$ cat src/rtl/arp_neighbor_resolver_defines.svh
// Assertion macros for the ARP neighbour resolver.
// Included by files that carry concurrent checks; no other dependencies.
`ifndef ARP_NEIGHBOR_RESOLVER_DEFINES_SVH
`define ARP_NEIGHBOR_RESOLVER_DEFINES_SVH
`ifndef SYNTHESIS
`define ANR_ASSERT(lbl, ante, cons) \
    lbl: assert property (@(posedge clk) disable iff (!rst_n) (ante) |-> (cons)) \
        else $error("assertion failed");
`define ANR_ASSERT_NEXT(lbl, ante, cons) \
    lbl: assert property (@(posedge clk) disable iff (!rst_n) (ante) |=> (cons)) \
        else $error("assertion failed");
`else
`define ANR_ASSERT(lbl, ante, cons)
`define ANR_ASSERT_NEXT(lbl, ante, cons)
`endif
`endif

$ cat src/rtl/anr_pkg.sv
// Shared types and constants for the ARP neighbour resolver.
// No dependencies.
`default_nettype none
package anr_pkg;
    localparam int MAC_W    = 48;
    localparam int IP_W     = 32;
    localparam int HANDLE_W = 8;
    localparam int TIME_W   = 48;
    localparam int MS_W     = 16;
    localparam int CFG_IDX_W  = 2;
    localparam int CFG_DATA_W = 48;

    localparam logic [MS_W-1:0]  LIFETIME_RESET = 16'd30000;
    localparam logic [MS_W-1:0]  HOLDOFF_RESET  = 16'd5000;
    localparam logic [MAC_W-1:0] BCAST_MAC      = {MAC_W{1'b1}};

    localparam logic [1:0] CMD_SEND = 2'd0;
    localparam logic [1:0] CMD_RECV = 2'd1;
    localparam logic [1:0] CMD_TICK = 2'd2;
    localparam logic [1:0] CMD_NONE = 2'd3;

    localparam logic [1:0] FT_IPV4  = 2'd0;
    localparam logic [1:0] FT_ARP   = 2'd1;
    localparam logic [1:0] FT_OTHER = 2'd2;
    localparam logic [1:0] FT_UNDEF = 2'd3;

    localparam logic [1:0] ARP_OP_OTHER   = 2'd0;
    localparam logic [1:0] ARP_OP_REQUEST = 2'd1;
    localparam logic [1:0] ARP_OP_REPLY   = 2'd2;
    localparam logic [1:0] ARP_OP_UNDEF   = 2'd3;

    localparam logic [CFG_IDX_W-1:0] REG_OWN_MAC  = 2'd0;
    localparam logic [CFG_IDX_W-1:0] REG_OWN_IP   = 2'd1;
    localparam logic [CFG_IDX_W-1:0] REG_LIFETIME = 2'd2;
    localparam logic [CFG_IDX_W-1:0] REG_HOLDOFF  = 2'd3;

    typedef enum logic [2:0] {
        KIND_IPV4      = 3'd0,
        KIND_ARP_REQ   = 3'd1,
        KIND_ARP_REPLY = 3'd2,
        KIND_DELIVER   = 3'd3,
        KIND_DROP      = 3'd4
    } kind_t;

    typedef enum logic [2:0] {
        RES_NONE,
        RES_FWD_HIT,
        RES_DROP,
        RES_REQ,
        RES_REPLY,
        RES_DELIVER,
        RES_FWD_PEND
    } res_sel_t;

    typedef enum logic [3:0] {
        ST_IDLE,
        ST_DISPATCH,
        ST_SCAN_RD,
        ST_SCAN_CMP,
        ST_SEND_RES,
        ST_SEND_REQ,
        ST_LEARN,
        ST_PEND_RD,
        ST_PEND_CMP,
        ST_FLUSH
    } state_t;

    typedef struct packed {
        logic [1:0]          cmd;
        logic [IP_W-1:0]     hop_ip;
        logic [HANDLE_W-1:0] datagram_handle;
        logic [MAC_W-1:0]    frame_dst_mac;
        logic [1:0]          frame_type;
        logic                parse_ok;
        logic [1:0]          arp_opcode;
        logic [IP_W-1:0]     sender_ip;
        logic [MAC_W-1:0]    sender_mac;
        logic [IP_W-1:0]     target_ip;
        logic [MS_W-1:0]     elapsed_ms;
    } in_item_t;

    typedef struct packed {
        kind_t               kind;
        logic [MAC_W-1:0]    dst_mac;
        logic [IP_W-1:0]     arp_target_ip;
        logic [HANDLE_W-1:0] handle;
        logic                last;
    } out_item_t;

    typedef struct packed {
        logic [IP_W-1:0]   ip;
        logic [MAC_W-1:0]  mac;
        logic [TIME_W-1:0] stamp;
    } cache_ent_t;

    typedef struct packed {
        logic [IP_W-1:0]   ip;
        logic [TIME_W-1:0] stamp;
    } hold_ent_t;

    typedef struct packed {
        logic [IP_W-1:0]     ip;
        logic [HANDLE_W-1:0] handle;
    } pend_ent_t;

    typedef struct packed {
        logic     accept;
        logic     scan_start;
        logic     scan_step;
        logic     queue_push;
        logic     hold_write;
        logic     cache_write;
        logic     pend_start;
        logic     pend_step;
        logic     flush;
        res_sel_t res_sel;
    } ctl_cmd_t;

    typedef struct packed {
        logic [1:0] cmd;
        logic       rx_pass;
        logic [1:0] frame_type;
        logic       scan_last;
        logic       cache_hit;
        logic       hold_hit;
        logic       queue_full;
        logic       queue_empty;
        logic       pend_last;
        logic       pend_match;
        logic       reply_due;
    } dp_status_t;
endpackage
`default_nettype wire

$ cat src/rtl/anr_ctrl.sv
// Sequencer for the ARP neighbour resolver.
// Depends on anr_pkg; drives anr_datapath through ctl_cmd_t.
`default_nettype none
module anr_ctrl (
    input  wire               clk,
    input  wire               rst_n,
    input  wire               start,
    output logic              busy,
    input  anr_pkg::dp_status_t st,
    output anr_pkg::ctl_cmd_t ctl
);
    anr_pkg::state_t state_reg, state_next;

    always_ff @(posedge clk or negedge rst_n)
    begin
        if (!rst_n)
            state_reg <= anr_pkg::ST_IDLE;
        else
            state_reg <= state_next;
    end

    always_comb
    begin
        state_next = state_reg;
        unique case (state_reg)
            anr_pkg::ST_IDLE:
            begin
                if (start)
                    state_next = anr_pkg::ST_DISPATCH;
            end
            anr_pkg::ST_DISPATCH:
            begin
                if (st.cmd == anr_pkg::CMD_SEND || st.cmd == anr_pkg::CMD_TICK)
                    state_next = anr_pkg::ST_SCAN_RD;
                else if (st.cmd == anr_pkg::CMD_RECV && st.rx_pass
                         && st.frame_type == anr_pkg::FT_ARP)
                    state_next = anr_pkg::ST_SCAN_RD;
                else
                    state_next = anr_pkg::ST_FLUSH;
            end
            anr_pkg::ST_SCAN_RD:
                state_next = anr_pkg::ST_SCAN_CMP;
            anr_pkg::ST_SCAN_CMP:
            begin
                if (!st.scan_last)
                    state_next = anr_pkg::ST_SCAN_RD;
                else if (st.cmd == anr_pkg::CMD_SEND)
                    state_next = anr_pkg::ST_SEND_RES;
                else if (st.cmd == anr_pkg::CMD_RECV)
                    state_next = anr_pkg::ST_LEARN;
                else
                    state_next = anr_pkg::ST_FLUSH;
            end
            anr_pkg::ST_SEND_RES:
                state_next = st.cache_hit ? anr_pkg::ST_FLUSH : anr_pkg::ST_SEND_REQ;
            anr_pkg::ST_SEND_REQ:
                state_next = anr_pkg::ST_FLUSH;
            anr_pkg::ST_LEARN:
                state_next = st.queue_empty ? anr_pkg::ST_FLUSH : anr_pkg::ST_PEND_RD;
            anr_pkg::ST_PEND_RD:
                state_next = anr_pkg::ST_PEND_CMP;
            anr_pkg::ST_PEND_CMP:
                state_next = st.pend_last ? anr_pkg::ST_FLUSH : anr_pkg::ST_PEND_RD;
            anr_pkg::ST_FLUSH:
                state_next = anr_pkg::ST_IDLE;
            default:
                state_next = anr_pkg::ST_IDLE;
        endcase
    end

    always_comb
    begin
        ctl         = '0;
        ctl.res_sel = anr_pkg::RES_NONE;
        busy        = (state_reg != anr_pkg::ST_IDLE);
        unique case (state_reg)
            anr_pkg::ST_IDLE:
                ctl.accept = start;
            anr_pkg::ST_DISPATCH:
            begin
                ctl.scan_start = 1'b1;
                if (st.cmd == anr_pkg::CMD_RECV && st.rx_pass
                    && st.frame_type == anr_pkg::FT_IPV4)
                    ctl.res_sel = anr_pkg::RES_DELIVER;
            end
            anr_pkg::ST_SCAN_RD:
                ctl = ctl;
            anr_pkg::ST_SCAN_CMP:
                ctl.scan_step = 1'b1;
            anr_pkg::ST_SEND_RES:
            begin
                if (st.cache_hit)
                    ctl.res_sel = anr_pkg::RES_FWD_HIT;
                else if (st.queue_full)
                    ctl.res_sel = anr_pkg::RES_DROP;
                else
                    ctl.queue_push = 1'b1;
            end
            anr_pkg::ST_SEND_REQ:
            begin
                if (!st.hold_hit)
                begin
                    ctl.res_sel    = anr_pkg::RES_REQ;
                    ctl.hold_write = 1'b1;
                end
            end
            anr_pkg::ST_LEARN:
            begin
                ctl.cache_write = 1'b1;
                ctl.pend_start  = 1'b1;
                if (st.reply_due)
                    ctl.res_sel = anr_pkg::RES_REPLY;
            end
            anr_pkg::ST_PEND_RD:
                ctl = ctl;
            anr_pkg::ST_PEND_CMP:
            begin
                ctl.pend_step = 1'b1;
                if (st.pend_match)
                    ctl.res_sel = anr_pkg::RES_FWD_PEND;
            end
            anr_pkg::ST_FLUSH:
                ctl.flush = 1'b1;
            default:
                ctl = ctl;
        endcase
    end
endmodule
`default_nettype wire

$ cat config.mk
export PLATFORM = sky130hd
export DESIGN_NAME = anr_ctrl
export DESIGN_NICKNAME = d
export VERILOG_FILES = /design/src/rtl/arp_neighbor_resolver_defines.svh /design/src/rtl/anr_pkg.sv /design/src/rtl/anr_ctrl.sv
export SDC_FILE = /design/constraint.sdc
export NUM_CORES = 1
export LEC_CHECK = 0
export BUFFER_PORTS_ARGS = -buffer_cell sky130_fd_sc_hd__clkbuf_2
export CORE_AREA = 10 10 47 49
export CTS_CLUSTER_DIAMETER = 80
export DETAILED_ROUTE_END_ITERATION = 12
export DIE_AREA = 0 0 57 59
export GPL_ROUTABILITY_DRIVEN = 0
export PLACE_DENSITY = 0.66
export SYNTH_ARGS = -nofsm -noshare
export SYNTH_HDL_FRONTEND = slang
export SYNTH_SLANG_ARGS = --single-unit
export TNS_END_PERCENT = 5
$ cat constraint.sdc
create_clock -name clk -period 1.5 [get_ports clk]
set_input_delay 0.3 -clock clk [delete_from_list [all_inputs] [get_ports clk]]
set_output_delay 0.3 -clock clk [all_outputs]
set_load 0.03 [all_outputs]
Word level (Yosys, flattened, before mapping):

Cells that the tools add are included.
Widths: inputs -> output; s select.

* bits in registers: 4
* bits of input ports: 16
* output and inout bits: 13
* word-level logic and storage cells: 50

* equality and inequality tests: 13
* mux-type cells: 28
* reductions and logical operators: 8

Operators by type and width (count)
* $mux 4: 9
* $pmux 4 s9: 1
* $eq 4x3->1 const B: 4
* $pmux 3 s5: 1
* $mux 1: 10
* $mux 3: 3
* $eq 4x2->1 const B: 2
* $eq 4x4->1 const B: 2
* $mux 2: 4
* $eq 2x1->1 const B: 2
* $eq 4x1->1 const B: 1
* $logic_not 2->1: 2
* $logic_not 4->1: 1
* $reduce_bool 4->1: 1
* $logic_and 1x1->1: 3
* $eq 2x2->1 const B: 1
* $ne 2x2->1 const B: 1
* $logic_or 1x1->1: 1

Longest topological paths before layout:

* depth after elaboration: 6
* mapped depth: 4
* depth with buffers taken out: 4

Least setup slack after synthesis:

Ideal clock, no wire load.

* kind: reg-to-output
* start: register state_reg[2]
* end: output port ctl[2] in the netlist's numbering
* arrival time: 1.901 ns
* required time: 1.200 ns
* setup slack: -0.701 ns
* cell stages (with the launch flop): 5
* path buffers: 0
* path through: dfrtp_1 -> nand2b_1 -> nor3_1 -> a22oi_1 -> nand2_1

RTL lines
* start, declared: RTL line anr_ctrl.sv:12 `anr_pkg::state_t state_reg, state_next;`
* start signal, assigned: RTL line anr_ctrl.sv:17 `state_reg <= anr_pkg::ST_IDLE;`
* start signal, assigned: RTL line anr_ctrl.sv:19 `state_reg <= state_next;`
* end, declared: RTL line anr_ctrl.sv:10 `output anr_pkg::ctl_cmd_t ctl`

==> flow_summary.json <==
{
  "worstSetupPathType": "reg2out",
  "cts_inserted_buffers": 3,
  "via_count": 594,
  "grt_start_max_net_pins": 14,
  "grt-ovfl-total": 0,
  "number_of_flip_flops_in_the_largest_register": 4,
  "detailedRoute.firstIterationViolations": 5,
  "min_path_type": "in2reg",
  "hp-start": "st[2]",
  "final.period_utilization_pct": 134,
  "status": "finished, violations left",
  "synth_enable_flop_cells": 0,
  "timing.critical_path.arrival_ns": 1.71,
  "drtPass1Iterations": 4,
  "register_area_um2": 101,
  "routedWlPerCell_um": 15.0,
  "postSynth.asyncResetShare_pct": 100,
  "yosys_warnings": 0,
  "io_pins": 29,
  "antenna_cells": 0,
  "reg2reg_slack_ns": 0.06,
  "finalMaxSlewViolations": 0,
  "placed_area_um2": 756,
  "grt_setup_unrepaired": "true",
  "route.detailed.vias_per_inst": 5.03,
  "fp.dieH_um": 59,
  "finish.cell_count_without_fillers": 118,
  "clock_latency_late_sink_ns": 0.24,
  "layout_common_cells": "15 x clkbuf_2, 14 x buf_4, 6 x clkbuf_8",
  "timing.max_cap.violations": 0,
  "r2r_end": "state_reg[2]",
  "startpoint_type": "register",
  "achievable_clock_frequency_ghz": 0.498,
  "nets": 119,
  "synthesis.area_per_instance_um2": 7.64,
  "numPlacedInstances": 113,
  "syn-cell-area_um2": 428,
  "launch_instance_of_the_worst_register_to_register_path": "state_reg[2]",
  "dieArea_um2": 3360,
  "capture_endpoint_of_the_worst_hold_path": "state_reg[3]",
  "irDropWorstVdd_mv": 1.32,
  "clk_pin_slew_ns": 0.05,
  "cts_max_level": 1,
  "clock_tree_from_tritoncts": "built",
  "multiInputGateArea_um2": 389,
  "starting_density_of_the_core_pct": 30.5,
  "antenna_found_initial": 0,
  "violations_in_the_final_reports": "negative setup slack",
  "static-leakage-power_nw": 0.456,
  "worst-r2r-cell-count": 6,
  "ys_seq_area_share_pct": 23.4,
  "worst-path-buf-inv": 1,
  "layout-drive-gt1-share_pct": 60.8,
  "synthToLayoutAreaGrowth_pct": 112,
  "port_buffers": 28,
  "ys.flop_type": "dfrtp_1",
  "floorplan.rows": 14,
  "post-cts-setup-buffers": 0,
  "cts_buffer_depth": 2,
  "fin_area_um2": 908,
  "timing.critical_path.fanout_max": 3,
  "final-hold-violation-count": 0,
  "cts-root-buf": "clkbuf_4",
  "crit_path_required_time_ns": 1.20,
  "core-area_um2": 1400,
  "route.detailed.drc": 0,
  "setup_viol": 11,
  "fillers": 132,
  "worst_clock_skew_ns": 0.0102,
  "power_density_nw_per_um2": 1810,
  "antenna_left": 0,
  "period_minus_slack_ns": 2.01,
  "tritoncts_num_sinks": 4,
  "global_route.usage.total_pct": 10.3,
  "postRouteWirelength_mm": 1.77,
  "slew-limit-headroom_pct": 79.4,
  "critical_path_cell_by_cell": "nand2b_4 -> nand2b_4 -> or4_4 -> o31ai_4 -> clkbuf_8",
  "place.detailed.hpwl_mm": 1.43,
  "critPathCaptureType": "output port",
  "synthDistinctLibCells": 29,
  "worst-slew-pin-transition_ns": 0.309,
  "critical_path.slowest_cell": "or4_4",
  "critPathMaxStageDelay_ns": 0.55,
  "gate_count_after_technology_mapping": 56,
  "ys_ff_latch": 4,
  "most_frequent_cp_cell": "nand2b_4",
  "grt_pass1_wl_mm": 2.84,
  "vias_in_the_first_global_route": 635,
  "path_delay_family": "simple AND/OR/NAND/NOR gates",
  "fp.dieW_um": 57,
  "worst_slack_ns": -0.510,
  "final_common_cell": "clkbuf_2",
  "min_delay_path_depth": 2,
  "fin_hold_ws_ns": 0.302,
  "synth_fp_nets": 72
}
[metal layers]
metal / share of wire (%) / global-route usage [%] / up-vias
li1: - / - / 299
met1: 36 / 10.2 / 271
met2: 55 / 19.4 / 20
met3: 6.0 / 3.86 / 4
met4: 2.9 / 3.02 / 0
met5: 0 / 0 / -
[what timing repair did]
item                       CTS  global route
resized for setup           22            12
hold endpoints to repair     4             0
pin swaps                    2             2
cloned                       0             0
hold buffers                 1             0
setup endpoints to repair   12            13
[how the worst max path moves through the flow]
stage	from	endpoint	slack [ns]	cells past startpoint
2_1_floorplan	state_reg[1]	ctl[0]	-0.16	4
4_1_cts	state_reg[1]	ctl[0]	-0.52	5
3_5_place_dp	state_reg[1]	ctl[0]	-0.31	5
5_1_grt	state_reg[1]	ctl[0]	-0.55	5
3_3_place_gp	state_reg[1]	ctl[0]	-0.28	5
6_report	state_reg[1]	ctl[0]	-0.51	5
[report_power, final]
| group | total [mW] | internal (mW) | switching (mW) | leakage (nW) |
|---|---|---|---|---|
| Clock | 0.152 | 0.100 | 0.0518 | 0.0150 |
| Sequential | 0.206 | 0.158 | 0.0488 | 0.0500 |
| Combinational | 1.28 | 0.627 | 0.655 | 0.391 |
[worst reg2reg max path: stages, from the launching register on]
cell      delay [ns]
dfrtp_1         0.40
buf_6           0.14
nand2b_4        0.14
buf_6           0.11
o32a_1          0.13
nor2_1          0.05
or3_1           0.35
[Yosys cell counts (2+ instances only)]
cell type / number / area share (%)
nand2b_1: 6 / 8.8
nor2_1: 6 / 5.3
nand2_1: 5 / 4.4
dfrtp_1: 4 / 23
nor3_1: 4 / 4.7
a211o_1: 2 / 4.1
and3_1: 2 / 2.9
inv_1: 2 / 1.8
mux2i_1: 2 / 4.7
nor2b_1: 2 / 2.9
o21a_1: 2 / 3.5
o22ai_1: 2 / 2.9
[cells by family (layout without fill, tap and decap cells)]
family	count (synthesis)	in the layout	synth area share, %
AND/OR/NAND/NOR	32	32	43.3
AO/OA/AOI/OAI	13	13	23.1
buffers and inverters	5	51	5.55
flip-flops	4	4	23.4
multiplexers	2	2	4.68
[metrics by stage]
step	TNS, ns	utilization [%]	setup slack [ns]	power (mW)
global placement	-0.790	53.9	-0.285	1.30
global route	-3.25	64.8	-0.555	1.76
floorplan	-0.615	-	-0.163	0.908
finish	-2.48	64.8	-0.510	1.64
CTS	-2.71	62.9	-0.521	1.59
detailed placement	-0.859	53.9	-0.311	1.31
[cell type report]
class | instances | area share (%)
clock buffers | 4 | 2.89
flip-flops and latches | 4 | 11.2
multi-input cells | 47 | 42.8
inverters | 2 | 0.826
well taps | 16 | 2.20
repair buffers | 45 | 40.1
Note: power is estimated with default switching activity, not from simulation.
